<file path="src/hdl/xoshiro_pkg.sv">
// ----------------------------------------------------------------------------
// xoshiro_pkg
// Shared widths, constants and controller/datapath command types for the
// xoshiro256+ generator with splitmix64 seeding.
// ----------------------------------------------------------------------------
`default_nettype none

package xoshiro_pkg;

  localparam int WORD_W   = 64;
  localparam int HALF_W   = 32;
  localparam int FRAC_W   = 53;
  localparam int INT_W    = 32;
  localparam int NWORDS   = 4;
  localparam int IDX_W    = 2;
  localparam int OUT_W    = FRAC_W + INT_W;
  localparam int M_DATA_W = ((OUT_W + 7) / 8) * 8;

  localparam logic [WORD_W-1:0] GOLDEN_STEP = 64'h9e3779b97f4a7c15;
  localparam logic [WORD_W-1:0] MIX_MUL_A   = 64'hbf58476d1ce4e5b9;
  localparam logic [WORD_W-1:0] MIX_MUL_B   = 64'h94d049bb133111eb;

  localparam int SHL_T   = 17;
  localparam int ROT_L   = 45;
  localparam int FRAC_SH = 11;
  localparam int MIX_SH0 = 30;
  localparam int MIX_SH1 = 27;
  localparam int MIX_SH2 = 31;

  localparam logic CMD_DRAW   = 1'b0;
  localparam logic CMD_RESEED = 1'b1;

  typedef enum logic [3:0] {
    OP_NONE,
    OP_CLEAR,
    OP_LOAD,
    OP_DRAW,
    OP_PRE,
    OP_MUL0,
    OP_MUL1,
    OP_MUL2,
    OP_MUL3,
    OP_XOR27,
    OP_WRITE
  } dp_op_t;

  typedef struct packed {
    dp_op_t           op;
    logic             use_b;
    logic [IDX_W-1:0] idx;
  } dp_cmd_t;

endpackage

`default_nettype wire

</file>
<file path="src/hdl/xoshiro256plus_generator.sv">
// ----------------------------------------------------------------------------
// xoshiro256plus_generator
// Draws: a draw gives its result in the cycle after the transfer; draws run at
// one per cycle while no seeding runs and the result register is free or
// being taken. Reseed: loads the seed, then seeds all 4 words through the
// single shared 32x32 multiplier that forms each splitmix64 product in four
// steps. Reset: synchronous; the state is then seeded with zero by the same
// sequence, during which s_tready stays low.
// ----------------------------------------------------------------------------
`default_nettype none

module xoshiro256plus_generator
  import xoshiro_pkg::*;
(
  input  wire logic                clk,
  input  wire logic                rst,
  input  wire logic                s_tvalid,
  output logic                     s_tready,
  input  wire logic [WORD_W-1:0]   s_tdata,   // seed_value
  input  wire logic                s_tuser,   // command
  output logic                     m_tvalid,
  input  wire logic                m_tready,
  output logic      [M_DATA_W-1:0] m_tdata    // fraction_bits, word32, zero pad
);

  dp_cmd_t          cmd;
  logic [FRAC_W-1:0] fraction_bits;
  logic [INT_W-1:0]  word32;

  xoshiro_ctrl u_ctrl (
    .clk        (clk),
    .rst        (rst),
    .in_valid   (s_tvalid),
    .in_command (s_tuser),
    .in_ready   (s_tready),
    .out_valid  (m_tvalid),
    .out_ready  (m_tready),
    .cmd        (cmd)
  );

  xoshiro_dp u_dp (
    .clk           (clk),
    .cmd           (cmd),
    .seed_value    (s_tdata),
    .fraction_bits (fraction_bits),
    .word32        (word32)
  );

  assign m_tdata = {{(M_DATA_W - OUT_W){1'b0}}, word32, fraction_bits};

endmodule

`default_nettype wire

</file>
<file path="src/hdl/xoshiro_dp.sv">
// ----------------------------------------------------------------------------
// xoshiro_dp
// Datapath: four state words, splitmix64 unit with one shared 32x32
// multiplier, xoshiro256+ step and the result register.
// ----------------------------------------------------------------------------
`default_nettype none

module xoshiro_dp
  import xoshiro_pkg::*;
(
  input  wire logic              clk,
  input  wire dp_cmd_t           cmd,
  input  wire logic [WORD_W-1:0] seed_value,
  output logic      [FRAC_W-1:0] fraction_bits,
  output logic      [INT_W-1:0]  word32
);

  logic [WORD_W-1:0] gen_words [NWORDS];
  logic [WORD_W-1:0] acc;
  logic [WORD_W-1:0] z;
  logic [WORD_W-1:0] res;
  logic [WORD_W-1:0] prod;

  logic [WORD_W-1:0] acc_inc;
  logic [WORD_W-1:0] sum;
  logic [WORD_W-1:0] mul_c;
  logic [HALF_W-1:0] mul_x;
  logic [HALF_W-1:0] mul_y;
  logic [WORD_W-1:0] prod_c;
  logic [WORD_W-1:0] t_shl;
  logic [WORD_W-1:0] n0, n1, n2, n3;

  assign acc_inc = acc + GOLDEN_STEP;
  assign sum     = gen_words[0] + gen_words[3];
  assign mul_c   = cmd.use_b ? MIX_MUL_B : MIX_MUL_A;

  // low x low, high x low, low x high; the high x high term falls off mod 2^64
  always_comb begin
    mul_x = z[HALF_W-1:0];
    mul_y = mul_c[HALF_W-1:0];
    case (cmd.op)
      OP_MUL1: begin
        mul_x = z[WORD_W-1:HALF_W];
      end
      OP_MUL2: begin
        mul_y = mul_c[WORD_W-1:HALF_W];
      end
      default: begin
      end
    endcase
  end

  // zero-extended operands, still a 32x32 product
  assign prod_c = WORD_W'(mul_x) * WORD_W'(mul_y);

  assign t_shl = gen_words[1] << SHL_T;
  assign n2    = gen_words[2] ^ gen_words[0];
  assign n3    = gen_words[3] ^ gen_words[1];
  assign n1    = gen_words[1] ^ n2;
  assign n0    = gen_words[0] ^ n3;

  always_ff @(posedge clk) begin
    case (cmd.op)
      OP_CLEAR: begin
        acc <= '0;
      end
      OP_LOAD: begin
        acc <= seed_value;
      end
      OP_DRAW: begin
        fraction_bits <= sum[WORD_W-1:FRAC_SH];
        word32        <= sum[WORD_W-1:WORD_W-INT_W];
        gen_words[0]  <= n0;
        gen_words[1]  <= n1;
        gen_words[2]  <= n2 ^ t_shl;
        gen_words[3]  <= {n3[WORD_W-ROT_L-1:0], n3[WORD_W-1:WORD_W-ROT_L]};
      end
      OP_PRE: begin
        acc <= acc_inc;
        z   <= acc_inc ^ (acc_inc >> MIX_SH0);
      end
      OP_MUL0: begin
        prod <= prod_c;
      end
      OP_MUL1: begin
        prod <= prod_c;
        res  <= prod;
      end
      OP_MUL2: begin
        prod                <= prod_c;
        res[WORD_W-1:HALF_W] <= res[WORD_W-1:HALF_W] + prod[HALF_W-1:0];
      end
      OP_MUL3: begin
        res[WORD_W-1:HALF_W] <= res[WORD_W-1:HALF_W] + prod[HALF_W-1:0];
      end
      OP_XOR27: begin
        z <= res ^ (res >> MIX_SH1);
      end
      OP_WRITE: begin
        gen_words[cmd.idx] <= res ^ (res >> MIX_SH2);
      end
      default: begin
      end
    endcase
  end

endmodule

`default_nettype wire

</file>
<file path="src/hdl/xoshiro_ctrl.sv">
// ----------------------------------------------------------------------------
// xoshiro_ctrl
// Controller: input handshake, seeding sequence and result valid flag.
// ----------------------------------------------------------------------------
`default_nettype none

module xoshiro_ctrl
  import xoshiro_pkg::*;
(
  input  wire logic clk,
  input  wire logic rst,
  input  wire logic in_valid,
  input  wire logic in_command,
  output logic      in_ready,
  output logic      out_valid,
  input  wire logic out_ready,
  output dp_cmd_t   cmd
);

  typedef enum logic [8:0] {
    S_INIT = 9'b000000001,
    S_IDLE = 9'b000000010,
    S_PRE  = 9'b000000100,
    S_M0   = 9'b000001000,
    S_M1   = 9'b000010000,
    S_M2   = 9'b000100000,
    S_M3   = 9'b001000000,
    S_X27  = 9'b010000000,
    S_WR   = 9'b100000000
  } state_t;

  state_t           state, state_next;
  logic             use_b, use_b_next;
  logic [IDX_W-1:0] idx, idx_next;
  logic             out_valid_next;
  logic             in_xfer;

  assign in_ready = (state == S_IDLE) && (!out_valid || out_ready);
  assign in_xfer  = in_valid && in_ready;

  always_comb begin
    state_next     = state;
    use_b_next     = use_b;
    idx_next       = idx;
    out_valid_next = out_valid && !out_ready;
    cmd.op         = OP_NONE;
    cmd.use_b      = use_b;
    cmd.idx        = idx;
    case (state)
      S_INIT: begin
        cmd.op     = OP_CLEAR;
        idx_next   = '0;
        use_b_next = 1'b0;
        state_next = S_PRE;
      end
      S_IDLE: begin
        if (in_xfer) begin
          if (in_command == CMD_RESEED) begin
            cmd.op     = OP_LOAD;
            idx_next   = '0;
            use_b_next = 1'b0;
            state_next = S_PRE;
          end else begin
            cmd.op         = OP_DRAW;
            out_valid_next = 1'b1;
          end
        end
      end
      S_PRE: begin
        cmd.op     = OP_PRE;
        state_next = S_M0;
      end
      S_M0: begin
        cmd.op     = OP_MUL0;
        state_next = S_M1;
      end
      S_M1: begin
        cmd.op     = OP_MUL1;
        state_next = S_M2;
      end
      S_M2: begin
        cmd.op     = OP_MUL2;
        state_next = S_M3;
      end
      S_M3: begin
        cmd.op     = OP_MUL3;
        state_next = use_b ? S_WR : S_X27;
      end
      S_X27: begin
        cmd.op     = OP_XOR27;
        use_b_next = 1'b1;
        state_next = S_M0;
      end
      S_WR: begin
        cmd.op     = OP_WRITE;
        use_b_next = 1'b0;
        idx_next   = idx + IDX_W'(1);
        state_next = (idx == IDX_W'(NWORDS - 1)) ? S_IDLE : S_PRE;
      end
      default: begin
        state_next = S_INIT;
      end
    endcase
  end

  always_ff @(posedge clk) begin
    if (rst) begin
      state     <= S_INIT;
      use_b     <= 1'b0;
      idx       <= '0;
      out_valid <= 1'b0;
    end else begin
      state     <= state_next;
      use_b     <= use_b_next;
      idx       <= idx_next;
      out_valid <= out_valid_next;
    end
  end

endmodule

`default_nettype wire

</file>
<file path="config.mk">
export PLATFORM = sky130hd
export DESIGN_NAME = xoshiro256plus_generator
export DESIGN_NICKNAME = d
export VERILOG_FILES = /design/src/hdl/xoshiro_pkg.sv /design/src/hdl/xoshiro256plus_generator.sv /design/src/hdl/xoshiro_dp.sv /design/src/hdl/xoshiro_ctrl.sv
export SDC_FILE = /design/constraint.sdc
export NUM_CORES = 2
export LEC_CHECK = 0
export ABC_AREA = 1
export BUFFER_PORTS_ARGS = -buffer_cell sky130_fd_sc_hd__buf_2
export CAP_MARGIN = 10
export CORE_MARGIN = 1.5
export CORE_UTILIZATION = 55
export CTS_CLUSTER_DIAMETER = 30
export DETAILED_ROUTE_END_ITERATION = 16
export PLACE_DENSITY = 0.71
export SYNTH_ARGS = -nofsm -noshare
export SYNTH_HDL_FRONTEND = slang
export SYNTH_SLANG_ARGS = --single-unit
</file>
<file path="constraint.sdc">
create_clock -name clk -period 10.2 [get_ports clk]
set_clock_uncertainty 0.15 [all_clocks]
set_input_delay 1.53 -clock clk [delete_from_list [all_inputs] [get_ports clk]]
set_output_delay 1.53 -clock clk [all_outputs]
set_load 0.05 [all_outputs]
</file>
==> flow_metrics.py <==
metrics = {
    "outcome": {
        "outcome": "completed",
    },
    "sta": {
        "final_min_period_over_clock_period_pct": 97.9,
        "hold_violations": 0,
        "fin_crit_ns": 9.98,
        "max_slew.worst_pin.slew_ns": 1.33,
        "slew-limit-headroom_pct": 11.6,
        "final-setup-viol-count": 0,
        "max_freq_mhz": 100,
        "grt_setup_unrepaired": "false",
        "timing.setup.tns_ns": 0,
        "timing_max_transition_violations_final": 0,
    },
    "drt": {
        "wl_um": 273000,
        "via_per_inst": 5.89,
        "post-route-drc-count": 0,
        "detailroute.via_count": 57800,
        "wire_per_inst_um": 27.8,
        "drtAntennaViolNets": 0,
        "drt_iter0_drcs": 7635,
        "drt_pass_1_iters": 9,
    },
    "critical_path": {
        "reg2reg_from": "u_ctrl.state[2]",
        "cp.required_ns": 10.54,
        "worst_r2r_endpoint": "u_dp.prod[57]",
        "beginning_of_the_critical_path": "u_ctrl.state[2]",
        "worst-path-max-fanout": 33,
        "timing.reg2reg.setup_slack_ns": 0.22,
        "critical_path.endpoint_type": "flop",
        "critical_path_class": "reg2reg",
        "arrival_ns": 10.32,
        "worst-r2r-cell-count": 27,
        "worst_setup_path_start_kind": "flop",
    },
    "clock_network": {
        "worst_setup_hold_path_clk_slew_ns": 0.04,
        "tritoncts_num_sinks": 578,
        "clk-insertion-delay-late_ns": 0.77,
        "hold_buffer_count_at_cts": 0,
        "cts_tree": "yes",
        "cts_buffers": 130,
        "cts-htree-levels": 4,
        "maximum_root_to_sink_buffer_count": 3,
        "clock_tree.root_cell": "sky130_fd_sc_hd__clkbuf_16",
    },
    "die": {
        "rows": 128,
        "die-height_um": 353,
        "core_area_sq_um": 122000,
        "floorplan.die.width_um": 353,
        "die_area_sq_um": 125000,
        "initial_utilization_pct": 55.4,
        "floorplan.io_pins": 159,
    },
    "grt": {
        "pin_count_of_the_biggest_net_entering_global_routing": 79,
        "overall_routing_resource_usage_pct": 43.8,
        "gr-usage-met3_pct": 14.6,
        "first_global_vias": 57200,
        "wire_length_of_the_first_global_routing_pass_um": 393000,
        "grt_most_used_layer": "met2",
        "overflow": 0,
        "grtUsageMet2_pct": 62.6,
        "use_met1_pct": 60.7,
        "antenna_found_initial": 6,
    },
    "worst_hold_path": {
        "min_path_cells": 2,
        "holdCritPathClass": "reg2reg",
        "min_from": "u_dp.prod[55]",
        "whs_endpoint": "u_dp.res[55]",
    },
    "cells_and_area": {
        "design.final.nets": 9409,
        "area_of_the_multi_input_gates_sq_um": 43000,
        "mostFrequentLayoutCell": "sky130_fd_sc_hd__inv_1",
        "final.fill_count": 10800,
        "layout_common_cells": "sky130_fd_sc_hd__inv_1 (1,610), sky130_fd_sc_hd__nand2_1 (1,399), sky130_fd_sc_hd__nor2_1 (899), sky130_fd_sc_hd__fa_1 (802), sky130_fd_sc_hd__edfxtp_1 (565)",
        "regArea_sq_um": 17200,
        "layout-drive-gt1-share_pct": 6.94,
        "syn_to_final_growth_pct": 10.3,
    },
    "synthesis": {
        "syn_area_per_cell_sq_um": 8.50,
        "ys.warnings.count": 0,
        "synth_sequential_area_ratio_pct": 25.6,
        "synth_cell_type_count": 50,
        "ys_ff_latch": 578,
        "syn_inst": 7924,
        "dominantRegCellSynth": "sky130_fd_sc_hd__edfxtp_1",
        "synth_async_sr_flop_share_pct": 0,
        "synth_area_sq_um": 67300,
        "synth_enable_flop_cells": 565,
    },
    "placed_design": {
        "detailed_place_hpwl_um": 228000,
        "io_buffers": 155,
        "globalplace.congestion": 1.08,
    },
    "flow_run": {
        "cap_viol_max_count": 0,
    },
}
==> through the flow <==
step | instance area, sq um | instances | setup WS (ns) | hold WS [ns] | utilization (%)
floorplan | 67300 | 7926 | 1.48 | 0.283 | -
global placement | 69700 | 9578 | 0.529 | 0.327 | 57.4
detailed placement | 69700 | 9578 | 0.537 | 0.337 | 57.4
CTS | 74200 | 9812 | 0.486 | 0.346 | 61.0
global route | 74200 | 9812 | 0.0693 | 0.360 | 61.0
finish | 74200 | 9817 | 0.215 | 0.360 | 61.1
==> flip-flops by register name, indices dropped and copies added (netlist names) <==
| signal | flops |
|---|---|
| u_dp.prod | 64 |
| u_ctrl.idx | 2 |
| u_dp.fraction_bits | 22 |
| u_dp.word32 | 31 |
| u_dp.acc | 64 |
| u_dp.gen_words | 256 |
| u_ctrl.out_valid | 1 |
| u_ctrl.state | 9 |
| u_ctrl.use_b | 1 |
| u_dp.z | 64 |
| u_dp.res | 64 |
==> critical path, cell delays in order, from the launching register on <==
cell	delay, ns
sky130_fd_sc_hd__dfxtp_1	0.32
sky130_fd_sc_hd__nor2_1	0.20
sky130_fd_sc_hd__nand2_2	0.17
sky130_fd_sc_hd__nor2_4	0.20
sky130_fd_sc_hd__nand2_4	0.34
sky130_fd_sc_hd__buf_4	0.38
sky130_fd_sc_hd__o21ai_2	0.78
sky130_fd_sc_hd__nor2_1	0.41
sky130_fd_sc_hd__fa_1	0.74
sky130_fd_sc_hd__inv_1	0.11
sky130_fd_sc_hd__fa_1	0.50
sky130_fd_sc_hd__fa_1	0.63
sky130_fd_sc_hd__fa_1	0.46
sky130_fd_sc_hd__fa_1	0.53
sky130_fd_sc_hd__inv_1	0.06
sky130_fd_sc_hd__fa_1	0.45
sky130_fd_sc_hd__fa_1	0.88
sky130_fd_sc_hd__ha_1	0.34
sky130_fd_sc_hd__ha_1	0.43
sky130_fd_sc_hd__nand2_1	0.14
sky130_fd_sc_hd__nor2_1	0.11
sky130_fd_sc_hd__inv_1	0.08
sky130_fd_sc_hd__nor2_1	0.14
sky130_fd_sc_hd__inv_1	0.09
sky130_fd_sc_hd__nor4_1	0.58
sky130_fd_sc_hd__nand3_1	0.25
sky130_fd_sc_hd__nand3_1	0.13
sky130_fd_sc_hd__nand2_1	0.07
==> synth_stat cells, types with 13 or more instances <==
cell type                  instances  area [sq um]
sky130_fd_sc_hd__inv_1          1612          6050
sky130_fd_sc_hd__nand2_1        1405          5270
sky130_fd_sc_hd__nor2_1          900          3380
sky130_fd_sc_hd__fa_1            802         16100
sky130_fd_sc_hd__edfxtp_1        565         17000
sky130_fd_sc_hd__ha_1            453          5670
sky130_fd_sc_hd__o21ai_0         349          1750
sky130_fd_sc_hd__nand3_1         317          1590
sky130_fd_sc_hd__a21oi_1         287          1440
sky130_fd_sc_hd__xnor2_1         287          2510
sky130_fd_sc_hd__xor2_1          247          2160
sky130_fd_sc_hd__clkbuf_1         95           357
sky130_fd_sc_hd__o21ai_1          88           440
sky130_fd_sc_hd__nor3_1           52           260
sky130_fd_sc_hd__buf_4            50           375
sky130_fd_sc_hd__buf_2            47           235
sky130_fd_sc_hd__o21bai_1         42           315
sky130_fd_sc_hd__a31oi_1          35           219
sky130_fd_sc_hd__nand4_1          33           206
sky130_fd_sc_hd__o21ai_2          25           219
sky130_fd_sc_hd__or2_2            25           156
sky130_fd_sc_hd__a21o_1           24           180
sky130_fd_sc_hd__o21a_1           23           173
sky130_fd_sc_hd__nor2_2           21           131
sky130_fd_sc_hd__inv_2            18          67.6
sky130_fd_sc_hd__nand3b_1         16           120
sky130_fd_sc_hd__nor4_1           15          93.8
sky130_fd_sc_hd__a21boi_0         14           105
sky130_fd_sc_hd__dfxtp_1          13           260
==> per-layer routing <==
metal	vias to the layer above	part of all wire (%)	wire (um)
met5	-	0.087	236
met1	28300	40	109000
met2	3855	41	113000
li1	25000	-	-
met3	622	14	37200
met4	12	5.1	14000
==> layout make-up <==
cell class | instances | share of cell area, %
diodes | 5 | 0.0169
flip-flops and latches | 578 | 23.2
clock buffers | 147 | 4.57
clock inverters | 87 | 1.45
multi-input cells | 5509 | 57.9
repair buffers | 233 | 1.83
well taps | 1625 | 2.74
inverters | 1633 | 8.27
==> worst max path at each step <==
stage | cells after the start | end
finish | 27 | u_dp.prod[57]
global placement | 29 | u_dp.prod[62]
global route | 27 | u_dp.prod[57]
floorplan | 6 | u_dp.gen_words[3][0]
detailed placement | 27 | u_dp.prod[63]
CTS | 27 | u_dp.prod[63]
==> repair_timing <==
action,CTS,global route
endpoints found under the setup margin,0,5
hold endpoints to repair,0,0
buffers inserted,0,0
resized for setup,0,1
==> cells by family (layout without fill, tap and decap cells) <==
family / after synthesis / count (layout) / synth area share [%]
simple gates: 2813 / 2813 / 17.0
buf+inv: 1839 / 2100 / 10.7
fa+ha+maj: 1255 / 1255 / 32.3
compound gates: 903 / 903 / 7.42
flops: 578 / 578 / 25.6
xor+xnor: 534 / 534 / 6.95
other cells: 1 / 8 / 0.00557
mux: 1 / 1 / 0.0335
Power is left out: the tool's default activity adds up to more than one toggle a clock period on the data nets, which glitch-free logic cannot reach.
